File: src/rtl/vms_pkg.sv
// Shared types and constants for the von Mises strain block.
package vms_pkg;

    // Field widths and fixed-point format
    localparam int IN_WIDTH  = 16;
    localparam int FRAC_BITS = 12;
    localparam int TAG_W     = 16;
    localparam int OUT_W     = 16;

    // Internal widths: column dot products, magnitudes, squares, weighted sum
    localparam int PROD_W = 2 * IN_WIDTH;
    localparam int DOT_W  = PROD_W + 2;
    localparam int MAG_W  = PROD_W;
    localparam int SQ_W   = 2 * MAG_W;
    localparam int PSUM_W = SQ_W + 2;
    localparam int SUM_W  = SQ_W + 4;

    // S / (12 * 2^(2q)) = (S >> (2q+2)) / 3
    localparam int T_SHIFT = 2 * FRAC_BITS + 2;
    localparam int T_W     = 2 * OUT_W + 2;

    // Root of 2^(2*OUT_W) or above saturates: S >= 3 * 2^(T_SHIFT + 2*OUT_W)
    localparam logic [SUM_W-1:0] SAT_LIMIT = SUM_W'(3) << (T_SHIFT + 2 * OUT_W);

    localparam logic [OUT_W-1:0] OUT_MAX = '1;

    // Square-root pipeline: one stage per result bit
    localparam int SQRT_STAGES = OUT_W;
    localparam int TRIAL_W     = T_W + 2;

    // Queue between front and back
    localparam int QUEUE_DEPTH = 4;
    localparam int QPTR_W      = $clog2(QUEUE_DEPTH);
    localparam int QCNT_W      = $clog2(QUEUE_DEPTH + 1);

    typedef struct packed {
        logic [TAG_W-1:0]           particle_tag;
        logic signed [IN_WIDTH-1:0] f_00;
        logic signed [IN_WIDTH-1:0] f_01;
        logic signed [IN_WIDTH-1:0] f_02;
        logic signed [IN_WIDTH-1:0] f_10;
        logic signed [IN_WIDTH-1:0] f_11;
        logic signed [IN_WIDTH-1:0] f_12;
        logic signed [IN_WIDTH-1:0] f_20;
        logic signed [IN_WIDTH-1:0] f_21;
        logic signed [IN_WIDTH-1:0] f_22;
    } in_word_t;

    typedef struct packed {
        logic [TAG_W-1:0] result_tag;
        logic [OUT_W-1:0] equivalent_strain;
        logic             saturated;
    } out_word_t;

    // Classified word handed from front to back
    typedef struct packed {
        logic [TAG_W-1:0] tag;
        logic             sat;
        logic [T_W-1:0]   t_val;
    } mid_word_t;

endpackage

File: src/rtl/vms_queue.sv
// Short queue that decouples the front end from the square-root back end.
module vms_queue (
    input  logic               clk,
    input  logic               rst_n,
    input  logic               push,
    output logic               full,
    input  vms_pkg::mid_word_t din,
    input  logic               pop,
    output logic               empty,
    output vms_pkg::mid_word_t dout
);
    import vms_pkg::*;

    mid_word_t          mem [QUEUE_DEPTH];
    logic [QPTR_W-1:0]  wr_ptr_reg;
    logic [QPTR_W-1:0]  rd_ptr_reg;
    logic [QCNT_W-1:0]  count_reg;
    logic [QCNT_W-1:0]  count_next;
    logic               do_push;
    logic               do_pop;

    assign full    = (count_reg == QCNT_W'(QUEUE_DEPTH));
    assign empty   = (count_reg == '0);
    assign do_push = push && !full;
    assign do_pop  = pop && !empty;
    assign dout    = mem[rd_ptr_reg];

    always_comb
    begin
        count_next = count_reg;
        if (do_push && !do_pop)
        begin
            count_next = count_reg + 1'b1;
        end
        else if (do_pop && !do_push)
        begin
            count_next = count_reg - 1'b1;
        end
    end

    // Advance pointers and occupancy
    always_ff @(posedge clk or negedge rst_n)
    begin
        if (!rst_n)
        begin
            wr_ptr_reg <= '0;
            rd_ptr_reg <= '0;
            count_reg  <= '0;
        end
        else
        begin
            if (do_push)
            begin
                wr_ptr_reg <= wr_ptr_reg + 1'b1;
            end
            if (do_pop)
            begin
                rd_ptr_reg <= rd_ptr_reg + 1'b1;
            end
            count_reg <= count_next;
        end
    end

    // Store the word
    always_ff @(posedge clk)
    begin
        if (do_push)
        begin
            mem[wr_ptr_reg] <= din;
        end
    end

endmodule

File: config.mk
export PLATFORM = sky130hd
export DESIGN_NAME = vms_queue
export DESIGN_NICKNAME = d
export VERILOG_FILES = /design/src/rtl/vms_pkg.sv /design/src/rtl/vms_queue.sv
export SDC_FILE = /design/constraint.sdc
export NUM_CORES = 1
export LEC_CHECK = 0
export BUFFER_PORTS_ARGS = -buffer_cell sky130_fd_sc_hd__buf_4
export CAP_MARGIN = 20
export CORE_MARGIN = 4
export CORE_UTILIZATION = 55
export CTS_BUF_LIST = sky130_fd_sc_hd__clkbuf_4 sky130_fd_sc_hd__clkbuf_8
export DETAILED_ROUTE_END_ITERATION = 10
export GPL_TIMING_DRIVEN = 0
export PLACE_DENSITY_LB_ADDON = 0.2
export SKIP_CTS_REPAIR_TIMING = 1
export SYNTH_ARGS = -nofsm -noshare
export SYNTH_HDL_FRONTEND = slang
export SYNTH_SLANG_ARGS = --single-unit
export TNS_END_PERCENT = 1
File: constraint.sdc
create_clock -name clk -period 3.1 [get_ports clk]
set_input_delay 0.93 -clock clk [delete_from_list [all_inputs] [get_ports clk]]
set_output_delay 0.93 -clock clk [all_outputs]
set_load 0.05 [all_outputs]
==> results_dict.tcl <==
set metrics [dict create \
    hpwl_um 7720 \
    finalSetupViolations 0 \
    end_kind "output port" \
    startpoint_type "register" \
    p_switching_mw 3.90 \
    rows 43 \
    crit_arrival_ns 1.95 \
    largest_reg_flops 204 \
    rsz0062_at_grt "no" \
    design.die.area_um2 16300 \
    drive_gt1_share_pct 47.7 \
    gp_congestion 0.679 \
    antenna_found_initial 0 \
    die_width_um 127 \
    via_per_inst 5.43 \
    powerDensity_nw_per_um2 1100 \
    finalHoldViolations 0 \
    ys.warnings.count 0 \
    worstMarginPinSlew_ns 0.806 \
    synth-xor-area-share_pct 0.669 \
    htree_levels 2 \
    leakage_nw 3.34 \
    rr_worst_depth 8 \
    clkTransAtPathRegs_ns 0.06 \
    synth.area.top_cells "edfxtp_1 (78%), mux4_2 (14%), dfrtp_1 (2.2%), buf_12 (1.3%), mux4_1 (1.0%)" \
    die_h_um 127 \
    synthMuxAreaShare_pct 15.1 \
    fin_crit_ns 2.88 \
    grt_usage_pct 16.8 \
    grt_pass1_vias 3856 \
    fin_cells 643 \
    area_delta_synth_final_pct 21.0 \
    clk_latency_ns 0.50 \
    overflow 0 \
    wire_per_inst_um 20.2 \
    ctsRootBufferMaster "clkbuf_8" \
    grt_start_max_net_pins 52 \
    clock_path_buffers 3 \
    dp_cells 590 \
    synthCells 303 \
    synth_seq_area_share_pct 80.3 \
    synthSimpleGateAreaFrac_pct 0.797 \
    pre_cts_slack_ns 0.526 \
    synth_most_common_cell "edfxtp_1" \
    fin_ws_ns 0.222 \
    synth_edf_count 204 \
    yosys.area.top_type_share_pct 78.0 \
    p_comb_share_pct 41.9 \
    p_int_mw 6.56 \
    portBuffers 107 \
    yosys_most_used_dff "edfxtp_1" \
    wl_um 13000 \
    vias 3490 \
    path_max_fanout 10 \
    ioPinCount 108 \
    first_iter_violations 168 \
    async_flop_share_pct 3.32 \
    fmaxAchievable_ghz 0.348 \
    synthAdderAreaFrac_pct 1.05 \
    core_area_um2 13900 \
    yosys.area.top_type "edfxtp_1" \
    synth_nets 364 \
    irDropWorstVdd_v 0.000744 \
    antenna_left 0 \
    min_period_over_period_pct 92.8 \
    clock_skew_ns 0.0145 \
    critPathKind "register to output port" \
    grt_pass1_wl_um 20500 \
    synth_seq_cells 211 \
    cts_tree "yes" \
    status "finished clean" \
    clock_sinks 211 \
    power_frac_clock_pct 20.5 \
    synth_cell_type_count 22 \
    avgSynthCellArea_um2 25.9 \
    final_nets 506 \
    synth_top_family_by_area "multiplexers" \
    report.final.slew_viol_count 0 \
    dr.pass1.iters 4 \
    required_ns 2.17 \
    synthTopCellsByCount "edfxtp_1 (204), mux4_2 (48), dfrtp_1 (7)" \
    synth_compound_area_share_pct 0 \
    numCtsBuffers 34 \
    slew_headroom_pct 46.3 \
    netlist_area_um2 7850 \
    startpoint "rd_ptr_reg[1]$_DFFE_PN0P_" \
    min_path_type "primary input to async pin" \
    diodes 0 \
    holdWs_ns 0.242 \
    initial_utilization_pct 56.3 \
    pwr-share-seq_pct 37.6 \
    drv_cap 0 \
    p_sw_share_pct 37.3 \
    worstReg2RegStart "count_reg[0]$_DFFE_PN0P_" \
    drc 0 \
]
## critical path, stage by stage, from the launching register on
cell and delay [ns]:
dfrtp_1 0.52, buf_2 0.35, mux4_2 0.38, buf_4 0.21
## kinds of logic (layout without fill, tap and decap cells)
kind of cell,after synthesis,count (layout)
buf+inv,17,177
simple gates,10,10
mux,53,53
flops,211,211
fa+ha+maj,6,6
xor+xnor,6,6
## stage by stage
stage | utilization (%) | setup TNS (ns) | power [mW] | instance area, um^2
after floorplan | - | 0 | 7.24 | 7850
after global placement | 63.7 | -166.01 | 8.44 | 8880
after detailed placement | 63.8 | 0 | 8.46 | 8890
after CTS | 68.2 | -0.0391 | 10.6 | 9500
after global routing | 68.2 | 0 | 11.0 | 9500
final | 68.2 | 0 | 10.5 | 9500
## metal layers
metal | GRT usage (%) | vias up | wire length [um]
met4 | 4.98 | 0 | 160
met2 | 28.3 | 112 | 6930
li1 | - | 1577 | -
met3 | 6.44 | 15 | 994
met5 | 0 | - | 0
met1 | 20.2 | 1786 | 4910
## layout by cell type (no fill, tap or decap), types with 2 or more instances in the layout
cell,netlist,routed
ha_1,5,5
xnor2_1,4,4
inv_1,4,4
clkinv_1,0,7
buf_2,5,5
edfxtp_1,204,204
mux4_1,3,3
buf_12,5,5
clkbuf_4,0,7
buf_4,0,107
clkbuf_8,0,38
and2_4,0,4
buf_6,2,2
xor2_1,2,2
dfrtp_1,7,7
mux4_2,48,48
clkinv_2,0,2
## area by class of cell
class                           instances  area [um^2]
Sequential cell                       211         6300
Inverter                                4         15.0
Clock buffer                           45          576
Timing Repair Buffer                  107          803
Multi-Input combinational cell         75         1390
Tap cell                              180          225
Fill cell                             876         4440
Clock inverter                          9         36.3
Buffer                                 12          148
## worst paths after layout
path | slack (ns) | end
min in group clk | 0.48 | count_reg[2]$_DFFE_PN0P_
max in group asynchronous | 2.74 | wr_ptr_reg[1]$_DFFE_PN0P_
worst max-delay path | 0.22 | dout[1]
worst max register to register | 0.96 | count_reg[2]$_DFFE_PN0P_
worst min register to register | 0.48 | count_reg[2]$_DFFE_PN0P_
worst min-delay path | 0.24 | wr_ptr_reg[0]$_DFFE_PN0P_
## power groups by stage
stage / clock, mW / combinational, mW / sequential, mW
global route: 2.36 / 4.61 / 3.99
detailed placement: 0 / 4.47 / 3.99
floorplan: 0 / 3.29 / 3.95
global placement: 0 / 4.45 / 3.99
CTS: 2.21 / 4.49 / 3.93
finish: 2.15 / 4.38 / 3.94
Power figures use the tool's default switching activity.
