### src/rtl/vms_pkg.sv
// Shared types and constants for the von Mises strain block.
package vms_pkg;

    // Field widths and fixed-point format
    localparam int IN_WIDTH  = 16;
    localparam int FRAC_BITS = 12;
    localparam int TAG_W     = 16;
    localparam int OUT_W     = 16;

    // Internal widths: column dot products, magnitudes, squares, weighted sum
    localparam int PROD_W = 2 * IN_WIDTH;
    localparam int DOT_W  = PROD_W + 2;
    localparam int MAG_W  = PROD_W;
    localparam int SQ_W   = 2 * MAG_W;
    localparam int PSUM_W = SQ_W + 2;
    localparam int SUM_W  = SQ_W + 4;

    // S / (12 * 2^(2q)) = (S >> (2q+2)) / 3
    localparam int T_SHIFT = 2 * FRAC_BITS + 2;
    localparam int T_W     = 2 * OUT_W + 2;

    // Root of 2^(2*OUT_W) or above saturates: S >= 3 * 2^(T_SHIFT + 2*OUT_W)
    localparam logic [SUM_W-1:0] SAT_LIMIT = SUM_W'(3) << (T_SHIFT + 2 * OUT_W);

    localparam logic [OUT_W-1:0] OUT_MAX = '1;

    // Square-root pipeline: one stage per result bit
    localparam int SQRT_STAGES = OUT_W;
    localparam int TRIAL_W     = T_W + 2;

    // Queue between front and back
    localparam int QUEUE_DEPTH = 4;
    localparam int QPTR_W      = $clog2(QUEUE_DEPTH);
    localparam int QCNT_W      = $clog2(QUEUE_DEPTH + 1);

    typedef struct packed {
        logic [TAG_W-1:0]           particle_tag;
        logic signed [IN_WIDTH-1:0] f_00;
        logic signed [IN_WIDTH-1:0] f_01;
        logic signed [IN_WIDTH-1:0] f_02;
        logic signed [IN_WIDTH-1:0] f_10;
        logic signed [IN_WIDTH-1:0] f_11;
        logic signed [IN_WIDTH-1:0] f_12;
        logic signed [IN_WIDTH-1:0] f_20;
        logic signed [IN_WIDTH-1:0] f_21;
        logic signed [IN_WIDTH-1:0] f_22;
    } in_word_t;

    typedef struct packed {
        logic [TAG_W-1:0] result_tag;
        logic [OUT_W-1:0] equivalent_strain;
        logic             saturated;
    } out_word_t;

    // Classified word handed from front to back
    typedef struct packed {
        logic [TAG_W-1:0] tag;
        logic             sat;
        logic [T_W-1:0]   t_val;
    } mid_word_t;

endpackage

### src/rtl/vms_back.sv
// Back end: pipelined bit-per-stage square root of the scaled sum.
module vms_back (
    input  logic               clk,
    input  logic               rst_n,
    input  logic               mid_empty,
    output logic               mid_pop,
    input  vms_pkg::mid_word_t mid_word,
    output logic               empty,
    input  logic               pop,
    output vms_pkg::out_word_t result
);
    import vms_pkg::*;

    typedef struct packed {
        logic [TAG_W-1:0] tag;
        logic             sat;
        logic [T_W-1:0]   rem;
        logic [OUT_W-1:0] root;
    } sq_stage_t;

    logic                   adv;
    logic [SQRT_STAGES-1:0] valid_reg;
    logic [SQRT_STAGES-1:0] valid_next;
    sq_stage_t              stg_reg  [SQRT_STAGES];
    sq_stage_t              stg_next [SQRT_STAGES];
    sq_stage_t              stg_in   [SQRT_STAGES];
    sq_stage_t              last;

    // Freeze everything while the finished word waits
    assign adv     = !valid_reg[SQRT_STAGES-1] || pop;
    assign mid_pop = adv && !mid_empty;
    assign empty   = !valid_reg[SQRT_STAGES-1];

    assign valid_next = {valid_reg[SQRT_STAGES-2:0], !mid_empty};

    always_ff @(posedge clk or negedge rst_n)
    begin
        if (!rst_n)
        begin
            valid_reg <= '0;
        end
        else if (adv)
        begin
            valid_reg <= valid_next;
        end
    end

    // Stage inputs: the queue head, then the previous stage
    always_comb
    begin
        stg_in[0].tag  = mid_word.tag;
        stg_in[0].sat  = mid_word.sat;
        stg_in[0].rem  = mid_word.t_val;
        stg_in[0].root = '0;
        for (int j = 1; j < SQRT_STAGES; j++)
        begin
            stg_in[j] = stg_reg[j-1];
        end
    end

    // Decide one root bit per stage: keep it when 3*(2^(k+1) r + 4^k) fits the remainder
    always_comb
    begin
        logic [TRIAL_W-1:0] trial;
        logic [TRIAL_W-1:0] trial3;
        int                 k;
        for (int j = 0; j < SQRT_STAGES; j++)
        begin
            k = SQRT_STAGES - 1 - j;
            trial  = (TRIAL_W'(stg_in[j].root) << (k + 1)) + (TRIAL_W'(1) << (2 * k));
            trial3 = trial + (trial << 1);
            stg_next[j] = stg_in[j];
            if (TRIAL_W'(stg_in[j].rem) >= trial3)
            begin
                stg_next[j].rem  = stg_in[j].rem - trial3[T_W-1:0];
                stg_next[j].root = stg_in[j].root | (OUT_W'(1) << k);
            end
        end
    end

    always_ff @(posedge clk)
    begin
        if (adv)
        begin
            stg_reg <= stg_next;
        end
    end

    // Drive the result word from the last stage
    assign last = stg_reg[SQRT_STAGES-1];
    assign result.result_tag        = last.tag;
    assign result.equivalent_strain = last.sat ? OUT_MAX : last.root;
    assign result.saturated         = last.sat;

endmodule

### config.mk
export PLATFORM = sky130hd
export DESIGN_NAME = vms_back
export DESIGN_NICKNAME = d
export VERILOG_FILES = /design/src/rtl/vms_pkg.sv /design/src/rtl/vms_back.sv
export SDC_FILE = /design/constraint.sdc
export NUM_CORES = 2
export LEC_CHECK = 0
export BUFFER_PORTS_ARGS = -buffer_cell sky130_fd_sc_hd__buf_4
export CAP_MARGIN = 20
export CORE_UTILIZATION = 35
export CTS_CLUSTER_SIZE = 20
export DETAILED_ROUTE_END_ITERATION = 10
export GPL_ROUTABILITY_DRIVEN = 0
export GPL_TIMING_DRIVEN = 0
export PLACE_DENSITY = 0.58
export REMOVE_ABC_BUFFERS = 1
export SLEW_MARGIN = 15
export SYNTH_ARGS = -nofsm -noshare
export SYNTH_HDL_FRONTEND = slang
export SYNTH_SLANG_ARGS = --single-unit
export TNS_END_PERCENT = 30
### constraint.sdc
create_clock -name clk -period 65.9 [get_ports clk]
set_clock_uncertainty 0.2 [all_clocks]
set_input_delay 6.59 -clock clk [delete_from_list [all_inputs] [get_ports clk]]
set_output_delay 6.59 -clock clk [all_outputs]
set_load 0.01 [all_outputs]
==> out/metrics.cfg <==
[grt]
grt_max_degree=120
antenna_found_initial=0
grt_pass1_wl_mm=118.4
grt_pass1_vias=24910
grt-ovfl-total=0
track_usage=0.1134

[synth]
synth_top_cell_area_share=0.6278
synth_area_per_cell_sq_um=13.70
syn_area_sq_mm=0.04391
async_flop_share=0.01713
yosysUniqueCellTypes=91
yosysTopAreaCell=edfxtp_1
syn_inst=3206
synthFlopType=edfxtp_1
ys_warn_count=0
ys_ff_latch=934
synth-edff-count=918
synth_area_leaders=edfxtp_1 (63%), ha_1 (8.4%), xor2_1 (3.2%)
synth-seq-area-share=0.6369

[timing]
hold_viol=0
finalSetupViolCount=0
period_minus_slack_ps=14420
drv_slew=0
tns_ps=0
fin_ws_ps=51480
slew_headroom=0.2530
tightest_slew_ps=1110
rsz0062_at_grt=false
fin_crit_sh=0.2188
fmax_ghz=0.06935

[critical_path]
worstReg2RegStart=stg_in[206]
start_kind=input pin
crit_family=simple AND/OR/NAND/NOR gates
crit_slowest_cell=nor2_2
critical_path_class=input pin to output port
path_common_cell=buf_4
r2r_cells=20
critPathCaptureType=output port
crit_required_ps=59110
cp.arrival_ps=7630
reg2reg_slack_ps=59500
worstPathCellList=buf_4 > nor2_2 > nor2_1 > buf_4
cp.buffers_inverters=2
crit_path_max_fanout=17
cp_slowest_stage_delay_ps=600
r2r_end=stg_in[178]

[cells_and_area]
seq_area_sq_mm=0.02797
syn_to_final_growth_pct=14.27
layout.nets=3721
drive_gt1_frac=0.1042
nFillCells=11450
multi_input_area_sq_mm=0.01513
antenna_cells=0
largest_register_ffs=885

[clock_tree]
cts_resized=0
cts_max_path_buffers=3
root_buffer=clkbuf_16
insertion_delay_ps=710
cts_htree_levels=3
clk_pin_slew_ps=60
post_cts_buffers=0
ctsHoldBuffers=0
cts_buffers=102
cts_tree=done
cts_sinks=934

[routing]
vias=24270
drtPass1Iterations=10
wl_per_cell_um=14.08
drc=6
wirelength_mm=71.56
drtAntennaViolNets=0
drt-vias-per-instance=4.777
drtIter0Drc=1175

[floorplan]
ios=90
coreArea_sq_mm=0.1241
initial_core_util=0.3538
die_h_um=356.2
die-area_sq_mm=0.1269
std_cell_rows=129
dieWidth_um=356.2

[placement]
pre_cts_slack_ps=51460
io_buffers=89
dpl.hpwl_mm=50.29

[hold_path]
hold_end=stg_in[904]
worstHoldPathType=flop to flop
holdPathStages=0
min_from=stg_in[971]

[outcome]
status=finished, violations left
violations=design-rule violations

[run]
drv_cap=0

[synthesized netlist by cell type, drive strengths merged (13+ instances only)]
| library cell | count |
|---|---|
| a21o | 81 |
| ha | 295 |
| edfxtp | 918 |
| nor2 | 146 |
| inv | 151 |
| a211oi | 19 |
| nor2b | 26 |
| nor3 | 66 |
| or2 | 23 |
| a21oi | 180 |
| o31ai | 28 |
| fa | 13 |
| or4 | 25 |
| buf | 34 |
| o21ai | 170 |
| dfrtp | 16 |
| nand2 | 252 |
| a31oi | 27 |
| clkbuf | 21 |
| nand4 | 22 |
| nor4 | 55 |
| o21a | 23 |
| xor2 | 159 |
| o21bai | 27 |
| or3 | 20 |
| nand3 | 44 |
| mux2 | 37 |
| nand2b | 32 |
| xnor2 | 144 |
[final cells by class]
cell class              count  area share
flip-flops and latches    934      0.5574
multi-input cells        2066      0.3015
clock buffers             126     0.05457
well taps                1637     0.04082
repair buffers            103     0.01923
clock inverters            64     0.01504
inverters                 151     0.01145
[worst reg2reg max path: stages, from the launching register on]
cell	delay [ps]
edfxtp_1	410
ha_1	200
inv_1	60
fa_1	400
nor2b_1	120
o21ai_0	120
a21boi_0	240
o21a_1	150
o21ai_0	80
a21oi_1	360
nor4_1	120
a211o_1	300
ha_1	390
nand4_1	230
or4_1	640
nor4_1	800
nor3_1	220
o31ai_4	200
nand2_1	240
a2111oi_0	500
xor2_1	120
[placed cells by master, fill, tap and decap left out, types with 12 or more instances in the layout]
| cell | netlist | routed |
|---|---|---|
| inv_1 | 151 | 150 |
| xor2_1 | 159 | 159 |
| nor2_1 | 146 | 145 |
| ha_1 | 295 | 295 |
| a211oi_1 | 19 | 19 |
| xnor2_1 | 144 | 144 |
| nor2b_1 | 26 | 26 |
| clkinv_2 | 0 | 20 |
| or4_1 | 23 | 23 |
| a31oi_1 | 26 | 26 |
| o31ai_1 | 26 | 25 |
| a21oi_1 | 180 | 180 |
| or3_1 | 20 | 20 |
| nand4_1 | 22 | 22 |
| mux2_2 | 31 | 31 |
| clkinv_1 | 0 | 12 |
| fa_1 | 13 | 13 |
| a21o_1 | 81 | 81 |
| o21a_1 | 23 | 23 |
| nor4_1 | 52 | 52 |
| nand3_1 | 44 | 44 |
| nand2_1 | 252 | 252 |
| or2_2 | 23 | 23 |
| clkbuf_16 | 0 | 106 |
| o21ai_0 | 168 | 168 |
| o21bai_1 | 27 | 27 |
| clkbuf_1 | 20 | 19 |
| nor3_1 | 66 | 65 |
| dfrtp_1 | 16 | 16 |
| buf_4 | 19 | 91 |
| nand2b_1 | 32 | 32 |
| edfxtp_1 | 918 | 918 |
[through the flow]
step,cell area [sq um],instances,util,hold slack (ps)
floorplan,43600,3151,-,200.3
global placement,46320,4877,0.3732,200.4
detailed placement,46680,4891,0.3761,204.5
CTS,50170,5081,0.4042,185.8
global route,50170,5081,0.4042,195.3
finish,50170,5081,0.4042,191.1
[worst max path at each step]
stage          startpoint         end  slack (ps)  cells past startpoint
2_1_floorplan         pop     last[0]       39850                      2
3_3_place_gp          pop  result[27]       32580                      3
3_5_place_dp          pop     mid_pop       51460                      4
4_1_cts               pop     mid_pop       51460                      4
5_1_grt               pop     mid_pop       51370                      4
6_report              pop     mid_pop       51480                      4
[kinds of logic after synthesis]
logic type	Yosys count	share of synthesized area
flip-flops	934	0.6369
AND/OR/NAND/NOR	774	0.08848
AO/OA/AOI/OAI	640	0.09341
adder cells (fa/ha/maj)	308	0.08999
XOR/XNOR	303	0.06044
buffers and inverters	206	0.01992
multiplexers	41	0.01083
[routing by layer]
layer | part of all wire | track usage
met5 | 0 | 0
met4 | 0.048 | 0.06464
met3 | 0.035 | 0.02159
met2 | 0.50 | 0.2054
met1 | 0.41 | 0.1234
Power is left out: the tool's default activity adds up to more than one toggle a clock period on the data nets, which glitch-free logic cannot reach.
